==> config.mk <==
export PLATFORM = sky130hd
export DESIGN_NAME = stepper_command_pulse_generator
export DESIGN_NICKNAME = d
export VERILOG_FILES = /design/src/hdl/scpg_pkg.sv /design/src/hdl/scpg_front.sv /design/src/hdl/scpg_queue.sv /design/src/hdl/scpg_back.sv /design/src/hdl/stepper_command_pulse_generator.sv
export SDC_FILE = /design/constraint.sdc
export NUM_CORES = 1
export LEC_CHECK = 0
export ABC_AREA = 1
export CORE_ASPECT_RATIO = 0.6
export CORE_MARGIN = 8
export CORE_UTILIZATION = 53
export DETAILED_ROUTE_END_ITERATION = 16
export DONT_BUFFER_PORTS = 1
export GPL_ROUTABILITY_DRIVEN = 1
export PLACE_DENSITY = 0.68
export SLEW_MARGIN = 20
export SYNTH_ARGS = -nofsm -noshare
export SYNTH_HDL_FRONTEND = slang
export SYNTH_SLANG_ARGS = --single-unit
==> constraint.sdc <==
create_clock -name clk -period 9.93 [get_ports clk]
set_input_delay 1.986 -clock clk [delete_from_list [all_inputs] [get_ports clk]]
set_output_delay 1.986 -clock clk [all_outputs]
set_load 0.02 [all_outputs]
==> src/hdl/scpg_pkg.sv <==
`timescale 1ns / 1ps

package scpg_pkg;

  // Input actions
  localparam logic [1:0] ACT_BYTE = 2'd0;
  localparam logic [1:0] ACT_TICK = 2'd1;
  localparam logic [1:0] ACT_EDGE = 2'd2;

  // Reply codes
  localparam logic [2:0] REPLY_DONE    = 3'd0;
  localparam logic [2:0] REPLY_ENDSTOP = 3'd1;
  localparam logic [2:0] REPLY_FRAME   = 3'd2;
  localparam logic [2:0] REPLY_OVERRUN = 3'd3;
  localparam logic [2:0] REPLY_DROPPED = 3'd4;

  // Configuration register indexes and reset values
  localparam logic REG_PULSE = 1'b0;
  localparam logic REG_HOLD  = 1'b1;
  localparam logic [7:0]  PULSE_RST = 8'd5;
  localparam logic [15:0] HOLD_RST  = 16'd1900;

  // Most replies one input can produce
  localparam int MAX_REPLIES = 4;

  typedef struct packed {
    logic [1:0] action;
    logic [7:0] rx_byte;
    logic       frame_error;
    logic       overrun_error;
    logic       dropped_error;
    logic [2:0] endstop_level;
  } in_t;

  typedef struct packed {
    logic       step_pin;
    logic       dir_pin;
    logic       x_enable;
    logic       y_enable;
    logic       z_enable;
    logic       spindle_on;
    logic       reply_valid;
    logic [2:0] reply_code;
    logic       last;
  } out_t;

  // One handled input: pin levels plus its reply list
  typedef struct packed {
    logic                             step_pin;
    logic                             dir_pin;
    logic [2:0]                       enables;
    logic                             spindle_on;
    logic [2:0]                       rep_cnt;
    logic [MAX_REPLIES-1:0][2:0]      codes;
  } rec_t;

endpackage

==> src/hdl/scpg_front.sv <==
`timescale 1ns / 1ps

module scpg_front import scpg_pkg::*; (
  input  logic        clk,
  input  logic        rst_n,
  input  logic        push,
  input  in_t         in_item,
  input  logic [7:0]  pulse_ticks,
  input  logic [15:0] hold_ticks,
  output rec_t        rec
);

  localparam logic [1:0] MODE_WAIT1 = 2'd0;
  localparam logic [1:0] MODE_WAIT2 = 2'd1;
  localparam logic [1:0] MODE_STEP  = 2'd2;
  localparam logic [1:0] MODE_BACK  = 2'd3;

  logic [1:0]  mode_r, mode_nxt;
  logic [1:0]  resume_r, resume_nxt;
  logic [7:0]  first_r, first_nxt;
  logic [12:0] steps_r, steps_nxt;
  logic [15:0] timer_r, timer_nxt;
  logic        low_r, low_nxt;
  logic        step_r, step_nxt;
  logic        dir_r, dir_nxt;
  logic [2:0]  en_r, en_nxt;
  logic        spin_r, spin_nxt;

  logic [2:0]                  rc;
  logic [MAX_REPLIES-1:0][2:0] codes;
  logic [15:0]                 timer_inc;
  logic                        step_end;
  logic [12:0]                 steps_dec;
  logic [12:0]                 cmd_steps;

  // Next-state logic for one accepted item
  always_comb begin
    mode_nxt   = mode_r;
    resume_nxt = resume_r;
    first_nxt  = first_r;
    steps_nxt  = steps_r;
    timer_nxt  = timer_r;
    low_nxt    = low_r;
    step_nxt   = step_r;
    dir_nxt    = dir_r;
    en_nxt     = en_r;
    spin_nxt   = spin_r;
    rc         = 3'd0;
    codes      = '0;
    step_end   = 1'b0;
    timer_inc  = (timer_r == 16'hFFFF) ? timer_r : timer_r + 16'd1;
    steps_dec  = steps_r - 13'd1;
    cmd_steps  = {first_r[4:0], in_item.rx_byte};

    case (in_item.action)
      ACT_BYTE: begin
        if (mode_r == MODE_WAIT1 || mode_r == MODE_WAIT2) begin
          if (in_item.frame_error) begin
            codes[rc[1:0]] = REPLY_FRAME;
            rc = rc + 3'd1;
          end
          if (in_item.overrun_error) begin
            codes[rc[1:0]] = REPLY_OVERRUN;
            rc = rc + 3'd1;
          end
          if (in_item.dropped_error) begin
            codes[rc[1:0]] = REPLY_DROPPED;
            rc = rc + 3'd1;
          end
          if (mode_r == MODE_WAIT1) begin
            first_nxt = in_item.rx_byte;
            mode_nxt  = MODE_WAIT2;
          end else begin
            case (first_r[7:6])
              2'b10:   en_nxt = 3'b001;
              2'b01:   en_nxt = 3'b010;
              2'b11:   en_nxt = 3'b100;
              default: spin_nxt = ~spin_r;
            endcase
            dir_nxt = first_r[5];
            if (cmd_steps == 13'd0) begin
              // empty command finishes at once
              en_nxt    = 3'b000;
              steps_nxt = 13'd0;
              step_nxt  = 1'b1;
              low_nxt   = 1'b0;
              timer_nxt = 16'd0;
              mode_nxt  = MODE_WAIT1;
              codes[rc[1:0]] = REPLY_DONE;
              rc = rc + 3'd1;
            end else begin
              steps_nxt = cmd_steps;
              mode_nxt  = MODE_STEP;
              step_nxt  = 1'b0;
              low_nxt   = 1'b1;
              timer_nxt = 16'd0;
            end
          end
        end
      end
      ACT_TICK: begin
        if (mode_r == MODE_STEP || mode_r == MODE_BACK) begin
          // pulse timing: low phase then high phase
          timer_nxt = timer_inc;
          if (low_r) begin
            if (timer_inc >= {8'd0, pulse_ticks}) begin
              step_nxt  = 1'b1;
              low_nxt   = 1'b0;
              timer_nxt = 16'd0;
            end
          end else if (timer_inc >= hold_ticks) begin
            timer_nxt = 16'd0;
            step_end  = 1'b1;
          end
          if (step_end) begin
            if (mode_r == MODE_STEP) begin
              steps_nxt = steps_dec;
              if (steps_dec == 13'd0) begin
                en_nxt   = 3'b000;
                step_nxt = 1'b1;
                low_nxt  = 1'b0;
                mode_nxt = MODE_WAIT1;
                codes[rc[1:0]] = REPLY_DONE;
                rc = rc + 3'd1;
              end else begin
                step_nxt = 1'b0;
                low_nxt  = 1'b1;
              end
            end else if (in_item.endstop_level != 3'd0) begin
              step_nxt = 1'b0;
              low_nxt  = 1'b1;
            end else begin
              // back-off over: resume, finishing an interrupted command
              steps_nxt = 13'd0;
              step_nxt  = 1'b1;
              low_nxt   = 1'b0;
              mode_nxt  = resume_r;
              if (resume_r == MODE_STEP) begin
                en_nxt   = 3'b000;
                mode_nxt = MODE_WAIT1;
                codes[rc[1:0]] = REPLY_DONE;
                rc = rc + 3'd1;
              end
            end
          end
        end
      end
      ACT_EDGE: begin
        if (mode_r != MODE_BACK) begin
          codes[rc[1:0]] = REPLY_ENDSTOP;
          rc = rc + 3'd1;
          dir_nxt    = 1'b0;
          resume_nxt = mode_r;
          timer_nxt  = 16'd0;
          if (in_item.endstop_level != 3'd0) begin
            mode_nxt = MODE_BACK;
            step_nxt = 1'b0;
            low_nxt  = 1'b1;
          end else begin
            steps_nxt = 13'd0;
            step_nxt  = 1'b1;
            low_nxt   = 1'b0;
            if (mode_r == MODE_STEP) begin
              en_nxt   = 3'b000;
              mode_nxt = MODE_WAIT1;
              codes[rc[1:0]] = REPLY_DONE;
              rc = rc + 3'd1;
            end
          end
        end
      end
      default: begin
      end
    endcase
  end

  // Record handed to the queue, taken along with the state update
  always_comb begin
    rec.step_pin   = step_nxt;
    rec.dir_pin    = dir_nxt;
    rec.enables    = en_nxt;
    rec.spindle_on = spin_nxt;
    rec.rep_cnt    = rc;
    rec.codes      = codes;
  end

  always_ff @(posedge clk) begin
    if (!rst_n) begin
      mode_r   <= MODE_WAIT1;
      resume_r <= MODE_WAIT1;
      first_r  <= 8'd0;
      steps_r  <= 13'd0;
      timer_r  <= 16'd0;
      low_r    <= 1'b0;
      step_r   <= 1'b1;
      dir_r    <= 1'b0;
      en_r     <= 3'b000;
      spin_r   <= 1'b0;
    end else if (push) begin
      mode_r   <= mode_nxt;
      resume_r <= resume_nxt;
      first_r  <= first_nxt;
      steps_r  <= steps_nxt;
      timer_r  <= timer_nxt;
      low_r    <= low_nxt;
      step_r   <= step_nxt;
      dir_r    <= dir_nxt;
      en_r     <= en_nxt;
      spin_r   <= spin_nxt;
    end
  end

endmodule

==> src/hdl/scpg_queue.sv <==
`timescale 1ns / 1ps

module scpg_queue import scpg_pkg::*; #(
  parameter int DEPTH = 4
) (
  input  logic clk,
  input  logic rst_n,
  input  logic push,
  input  rec_t push_rec,
  output logic full,
  input  logic pop,
  output logic not_empty,
  output rec_t head
);

  localparam int PW = (DEPTH > 1) ? $clog2(DEPTH) : 1;
  localparam int CW = $clog2(DEPTH + 1);

  rec_t          slot_r [DEPTH];
  logic [PW-1:0] wr_ptr_r, wr_ptr_nxt;
  logic [PW-1:0] rd_ptr_r, rd_ptr_nxt;
  logic [CW-1:0] cnt_r, cnt_nxt;

  assign full      = (cnt_r == CW'(DEPTH));
  assign not_empty = (cnt_r != '0);
  assign head      = slot_r[rd_ptr_r];

  // Pointer wrap and fill count
  always_comb begin
    wr_ptr_nxt = wr_ptr_r;
    rd_ptr_nxt = rd_ptr_r;
    cnt_nxt    = cnt_r;
    if (push) begin
      wr_ptr_nxt = (wr_ptr_r == PW'(DEPTH - 1)) ? '0 : wr_ptr_r + PW'(1);
    end
    if (pop) begin
      rd_ptr_nxt = (rd_ptr_r == PW'(DEPTH - 1)) ? '0 : rd_ptr_r + PW'(1);
    end
    if (push && !pop) begin
      cnt_nxt = cnt_r + CW'(1);
    end else if (pop && !push) begin
      cnt_nxt = cnt_r - CW'(1);
    end
  end

  always_ff @(posedge clk) begin
    if (!rst_n) begin
      wr_ptr_r <= '0;
      rd_ptr_r <= '0;
      cnt_r    <= '0;
    end else begin
      wr_ptr_r <= wr_ptr_nxt;
      rd_ptr_r <= rd_ptr_nxt;
      cnt_r    <= cnt_nxt;
    end
  end

  always_ff @(posedge clk) begin
    if (push) begin
      slot_r[wr_ptr_r] <= push_rec;
    end
  end

endmodule

==> src/hdl/scpg_back.sv <==
`timescale 1ns / 1ps

module scpg_back import scpg_pkg::*; (
  input  logic clk,
  input  logic rst_n,
  input  logic q_valid,
  input  rec_t q_head,
  output logic pop,
  output logic out_valid,
  input  logic out_stall,
  output out_t out_data
);

  rec_t       cur_r;
  logic       cur_valid_r;
  logic [1:0] idx_r;
  logic       out_valid_r;
  out_t       out_r;

  logic       adv;
  logic       is_last;
  logic [2:0] n_res;
  out_t       res;

  // Results for this record; a record with no replies still gives one
  assign n_res   = (cur_r.rep_cnt == 3'd0) ? 3'd1 : cur_r.rep_cnt;
  assign is_last = ({1'b0, idx_r} + 3'd1) == n_res;
  assign adv     = cur_valid_r && (!out_valid_r || !out_stall);
  assign pop     = q_valid && (!cur_valid_r || (adv && is_last));

  always_comb begin
    res.step_pin    = cur_r.step_pin;
    res.dir_pin     = cur_r.dir_pin;
    res.x_enable    = cur_r.enables[0];
    res.y_enable    = cur_r.enables[1];
    res.z_enable    = cur_r.enables[2];
    res.spindle_on  = cur_r.spindle_on;
    res.reply_valid = (cur_r.rep_cnt != 3'd0);
    res.reply_code  = (cur_r.rep_cnt != 3'd0) ? cur_r.codes[idx_r] : REPLY_DONE;
    res.last        = is_last;
  end

  // Record holder and result index
  always_ff @(posedge clk) begin
    if (!rst_n) begin
      cur_valid_r <= 1'b0;
      idx_r       <= 2'd0;
    end else if (pop) begin
      cur_valid_r <= 1'b1;
      idx_r       <= 2'd0;
    end else if (adv) begin
      cur_valid_r <= !is_last;
      idx_r       <= idx_r + 2'd1;
    end
  end

  always_ff @(posedge clk) begin
    if (pop) begin
      cur_r <= q_head;
    end
  end

  // Output register
  always_ff @(posedge clk) begin
    if (!rst_n) begin
      out_valid_r <= 1'b0;
    end else if (adv) begin
      out_valid_r <= 1'b1;
    end else if (!out_stall) begin
      out_valid_r <= 1'b0;
    end
  end

  always_ff @(posedge clk) begin
    if (adv) begin
      out_r <= res;
    end
  end

  assign out_valid = out_valid_r;
  assign out_data  = out_r;

endmodule

==> src/hdl/stepper_command_pulse_generator.sv <==
`timescale 1ns / 1ps
// Path: queue slot, then the back's record holder, then the output register.
// Throughput: one input per cycle into the front while the queue is not full;
//   the back emits one result per cycle unless stalled; 1 to 4 results per item.
// The queue between front and back holds QUEUE_DEPTH handled items.
// Reset (rst_n low, synchronous): waiting for a first byte, step pin high,
//   enables, direction and spindle low, queue and output empty, registers default.

module stepper_command_pulse_generator import scpg_pkg::*; #(
  parameter int QUEUE_DEPTH = 4
) (
  input  logic        clk,
  input  logic        rst_n,
  input  logic        in_valid,
  output logic        in_stall,
  input  in_t         in_data,
  output logic        out_valid,
  input  logic        out_stall,
  output out_t        out_data,
  input  logic        cfg_psel,
  input  logic        cfg_penable,
  input  logic        cfg_pwrite,
  input  logic [2:0]  cfg_paddr,
  input  logic [31:0] cfg_pwdata,
  output logic [31:0] cfg_prdata,
  output logic        cfg_pready
);

  logic [7:0]  pulse_r;
  logic [15:0] hold_r;
  logic        cfg_wr;
  logic        push;
  logic        q_full;
  logic        q_valid;
  logic        pop;
  rec_t        front_rec;
  rec_t        q_head;

  // Configuration registers
  assign cfg_pready = 1'b1;
  assign cfg_wr     = cfg_psel && cfg_penable && cfg_pwrite;
  assign cfg_prdata = (cfg_paddr[2] == REG_HOLD) ? {16'd0, hold_r} : {24'd0, pulse_r};

  always_ff @(posedge clk) begin
    if (!rst_n) begin
      pulse_r <= PULSE_RST;
      hold_r  <= HOLD_RST;
    end else if (cfg_wr) begin
      if (cfg_paddr[2] == REG_PULSE) begin
        pulse_r <= cfg_pwdata[7:0];
      end else begin
        hold_r <= cfg_pwdata[15:0];
      end
    end
  end

  // Input transfer
  assign in_stall = q_full;
  assign push     = in_valid && !q_full;

  scpg_front u_front (
    .clk         (clk),
    .rst_n       (rst_n),
    .push        (push),
    .in_item     (in_data),
    .pulse_ticks (pulse_r),
    .hold_ticks  (hold_r),
    .rec         (front_rec)
  );

  scpg_queue #(
    .DEPTH (QUEUE_DEPTH)
  ) u_queue (
    .clk       (clk),
    .rst_n     (rst_n),
    .push      (push),
    .push_rec  (front_rec),
    .full      (q_full),
    .pop       (pop),
    .not_empty (q_valid),
    .head      (q_head)
  );

  scpg_back u_back (
    .clk       (clk),
    .rst_n     (rst_n),
    .q_valid   (q_valid),
    .q_head    (q_head),
    .pop       (pop),
    .out_valid (out_valid),
    .out_stall (out_stall),
    .out_data  (out_data)
  );

  // A result without a reply is the only result of its item
  a_noreply_last: assert property (@(posedge clk) disable iff (!rst_n)
    (out_valid && !out_data.reply_valid) |-> out_data.last)
    else $error("reply-less result not marked last");

  // A result without a reply carries code zero
  a_noreply_code: assert property (@(posedge clk) disable iff (!rst_n)
    (out_valid && !out_data.reply_valid) |-> (out_data.reply_code == REPLY_DONE))
    else $error("reply code set without reply");

  // The queue never takes a record when full, and never pops when empty
  a_queue_bounds: assert property (@(posedge clk) disable iff (!rst_n)
    !(push && q_full) && !(pop && !q_valid))
    else $error("queue overflow or underflow");

endmodule

==> results.py <==
metrics = {
    "sta": {
        "fmax_mhz": 221,
        "fin_hold_ws_ps": 430,
        "finalHoldViolCount": 0,
        "relSlewSlack_pct": 34.5,
        "final_max_slew_viol_count": 0,
        "grt_setup_unrepaired": "no",
        "setup_viol": 0,
        "setup_tns_ps": 0,
        "fin_crit_sh_pct": 45.6,
        "clock_skew_ps": 18.7,
        "worstMarginPinSlew_ps": 981,
        "fin_crit_ps": 4530,
    },
    "drt": {
        "num_vias": 7409,
        "drtPass1Iterations": 5,
        "antenna_left": 0,
        "wirelength_um": 21700,
        "wl_per_cell_um": 16.1,
        "vias_per_cell": 5.49,
        "drc": 0,
        "first_iter_violations": 727,
    },
    "critical_path": {
        "slowest_delay_ps": 550,
        "cp-start-kind": "input pin",
        "arrival_ps": 2540,
        "crit_path_cell_trace": "o21ai_0",
        "worst-path-buf-inv": 0,
        "cp_max_fo": 25,
        "slowest_stage": "o21ai_0",
        "crit_type": "in2out",
        "cp.required_ps": 7940,
        "crit_family": "compound AO/OA/AOI/OAI gates",
        "end_kind": "output port",
    },
    "status": {
        "status": "finished, final reports clean",
    },
    "power_and_ir_drop": {
        "power.total_mw": 2.18,
        "leakagePower_nw": 4.13,
        "power_density_nw_per_um2": 220,
        "vdd_drop_max_uv": 131,
    },
    "run": {
        "cap_violations": 0,
    },
    "grt": {
        "antenna_found_initial": 0,
        "grt_pass1_vias": 6547,
        "grt_max_degree": 49,
        "grt-ovfl-total": 0,
        "track_usage_pct": 19.5,
        "grt_pass1_wl_um": 34600,
    },
    "finish": {
        "final_net_count": 1209,
        "fillers": 1541,
        "layout-drive-gt1-share_pct": 5.56,
        "final_cell_area_um2": 9930,
        "area_delta_synth_final_pct": 7.85,
        "antenna_cells": 0,
    },
    "floorplan": {
        "boundaryPins": 104,
        "die_h_um": 118,
        "start_util_pct": 53.9,
        "dieArea_um2": 22000,
        "die_width_um": 186,
        "core_area_um2": 17100,
        "rows": 37,
    },
    "hold_path": {
        "hold_path.class": "reg2reg",
    },
    "placement": {
        "place_area_um2": 9310,
        "port_buffers": 0,
        "gp_congestion": 0.896,
        "dpl.hpwl_um": 15300,
    },
    "synth": {
        "synth_cell_type_count": 42,
        "synthCells": 1119,
        "yosys_warnings": 0,
        "syn_area_um2": 9210,
        "synth_area_per_cell_um2": 8.23,
        "synth-seq-area-share_pct": 47.7,
        "ys_ff_latch": 174,
    },
    "cts": {
        "ctsLongestPathBuffers": 2,
        "clkLatencyLatePin_ps": 440,
        "cts.sinks": 174,
        "clk_pin_slew_worst_paths_ps": 80,
        "htreeDepth": 4,
        "post_cts_buffers": 0,
        "cts_tree": "yes",
        "ctsResizeCount": 0,
        "hold_buffers": 0,
        "cts_made_buffers": 17,
        "cts-root-buf": "clkbuf_16",
    },
}
==> worst paths after layout <==
path / start / endpoint / slack [ps] / cells past startpoint
worst max-delay path: cfg_paddr[2] / cfg_prdata[7] / 5400 / 1
worst min-delay path: u_back.cur_r[15]$_DFFE_PP_ / u_back.out_data[5]$_DFFE_PP_ / 430 / 0
worst max register to register: u_front.timer_r[1]$_SDFFE_PN0P_ / u_front.steps_r[8]$_SDFFE_PN0P_ / 5720 / 20
worst min register to register: u_back.cur_r[15]$_DFFE_PP_ / u_back.out_data[5]$_DFFE_PP_ / 430 / 0
==> report_power, final <==
group	leakage [nW]	switching (mW)	internal [mW]
sequential	1.53	0.0865	0.914
clock	0.302	0.343	0.349
combinational	2.29	0.345	0.143
total	4.13	0.775	1.41
==> layout make-up <==
type / count / area (um^2) / share of cell area (%)
repair buffers: 4 / 30.0 / 0.302
multi-input cells: 761 / 4050 / 40.8
well taps: 234 / 293 / 2.95
clock buffers: 17 / 425 / 4.28
flip-flops and latches: 174 / 4390 / 44.2
clock inverters: 15 / 199 / 2.00
inverters: 144 / 541 / 5.44
==> sequential cells by signal, summed over array words and instances, names as in the netlist, 3 cells and up <==
signal and flops:
u_back.cur_r 16, u_front.first_r 8, u_front.timer_r 16, u_queue.cnt_r 3, u_back.out_data 11, u_queue.slot_r 64
pulse_r 8, hold_r 16, u_front.en_r 3, u_front.steps_r 13
==> per-layer routing <==
layer | global-route usage (%) | wire length [um]
met1 | 31.5 | 11500
met2 | 25.3 | 8400
met3 | 4.13 | 1620
met4 | 4.74 | 197
met5 | 0 | 0
==> synthesized netlist by cell type (all sizes together) <==
master	count	share of area (%)
xor2	8	0.76
o211ai	3	0.24
nor3	13	0.81
buf	24	1.9
mux2i	1	0.11
and2	1	0.068
nor2	134	6.0
a21boi	1	0.082
a31oi	7	0.48
a211oi	3	0.30
o21ai	116	6.3
clkinv	2	0.082
a22oi	2	0.16
o21a	4	0.33
nand3	41	2.2
fa	1	0.22
o21bai	2	0.16
xnor2	7	0.67
a2111oi	1	0.095
o32ai	1	0.095
or2	1	0.068
edfxtp	91	30
a21oi	108	5.9
ha	48	6.5
nor4	2	0.14
clkbuf	31	1.3
nand4	27	1.8
o22ai	29	2.0
inv	142	5.8
dfxtp	83	18
nand2	183	7.6
conb	2	0.082
==> stage by stage <==
step                setup WS [ps]  utilization (%)  cells
floorplan                    5130                -   1134
global placement             5380             54.5   1317
detailed placement           5380             54.5   1317
CTS                          5380             58.1   1349
global route                 5300             58.2   1349
finish                       5400             58.2   1349
==> cells by family (layout without fill, tap and decap cells) <==
logic type	count (synthesis)	in the layout	synth area share, %
multiplexers	1	1	0.109
other	2	17	0.0815
AO/OA/AOI/OAI	277	277	16.1
buffers and inverters	199	180	9.03
XOR/XNOR	15	15	1.43
flip-flops	174	174	47.7
adder cells (fa/ha/maj)	49	49	6.74
AND/OR/NAND/NOR	402	402	18.8
==> layout by cell type (no fill, tap or decap), drive strengths merged <==
master	n
nor3	13
o211ai	3
nand4	27
a22oi	2
clkinv	8
and2	1
nand2	183
mux2i	1
clkbuf	17
nor2	134
ha	48
o21ai	116
a2111oi	1
xnor2	7
nand3	41
or2	1
o21bai	2
nor4	2
edfxtp	91
a211oi	3
buf	4
a31oi	7
o21a	4
fa	1
o32ai	1
conb	17
a21oi	108
inv	151
o22ai	29
dfxtp	83
xor2	8
a21boi	1
Note: power is estimated with default switching activity, not from simulation.
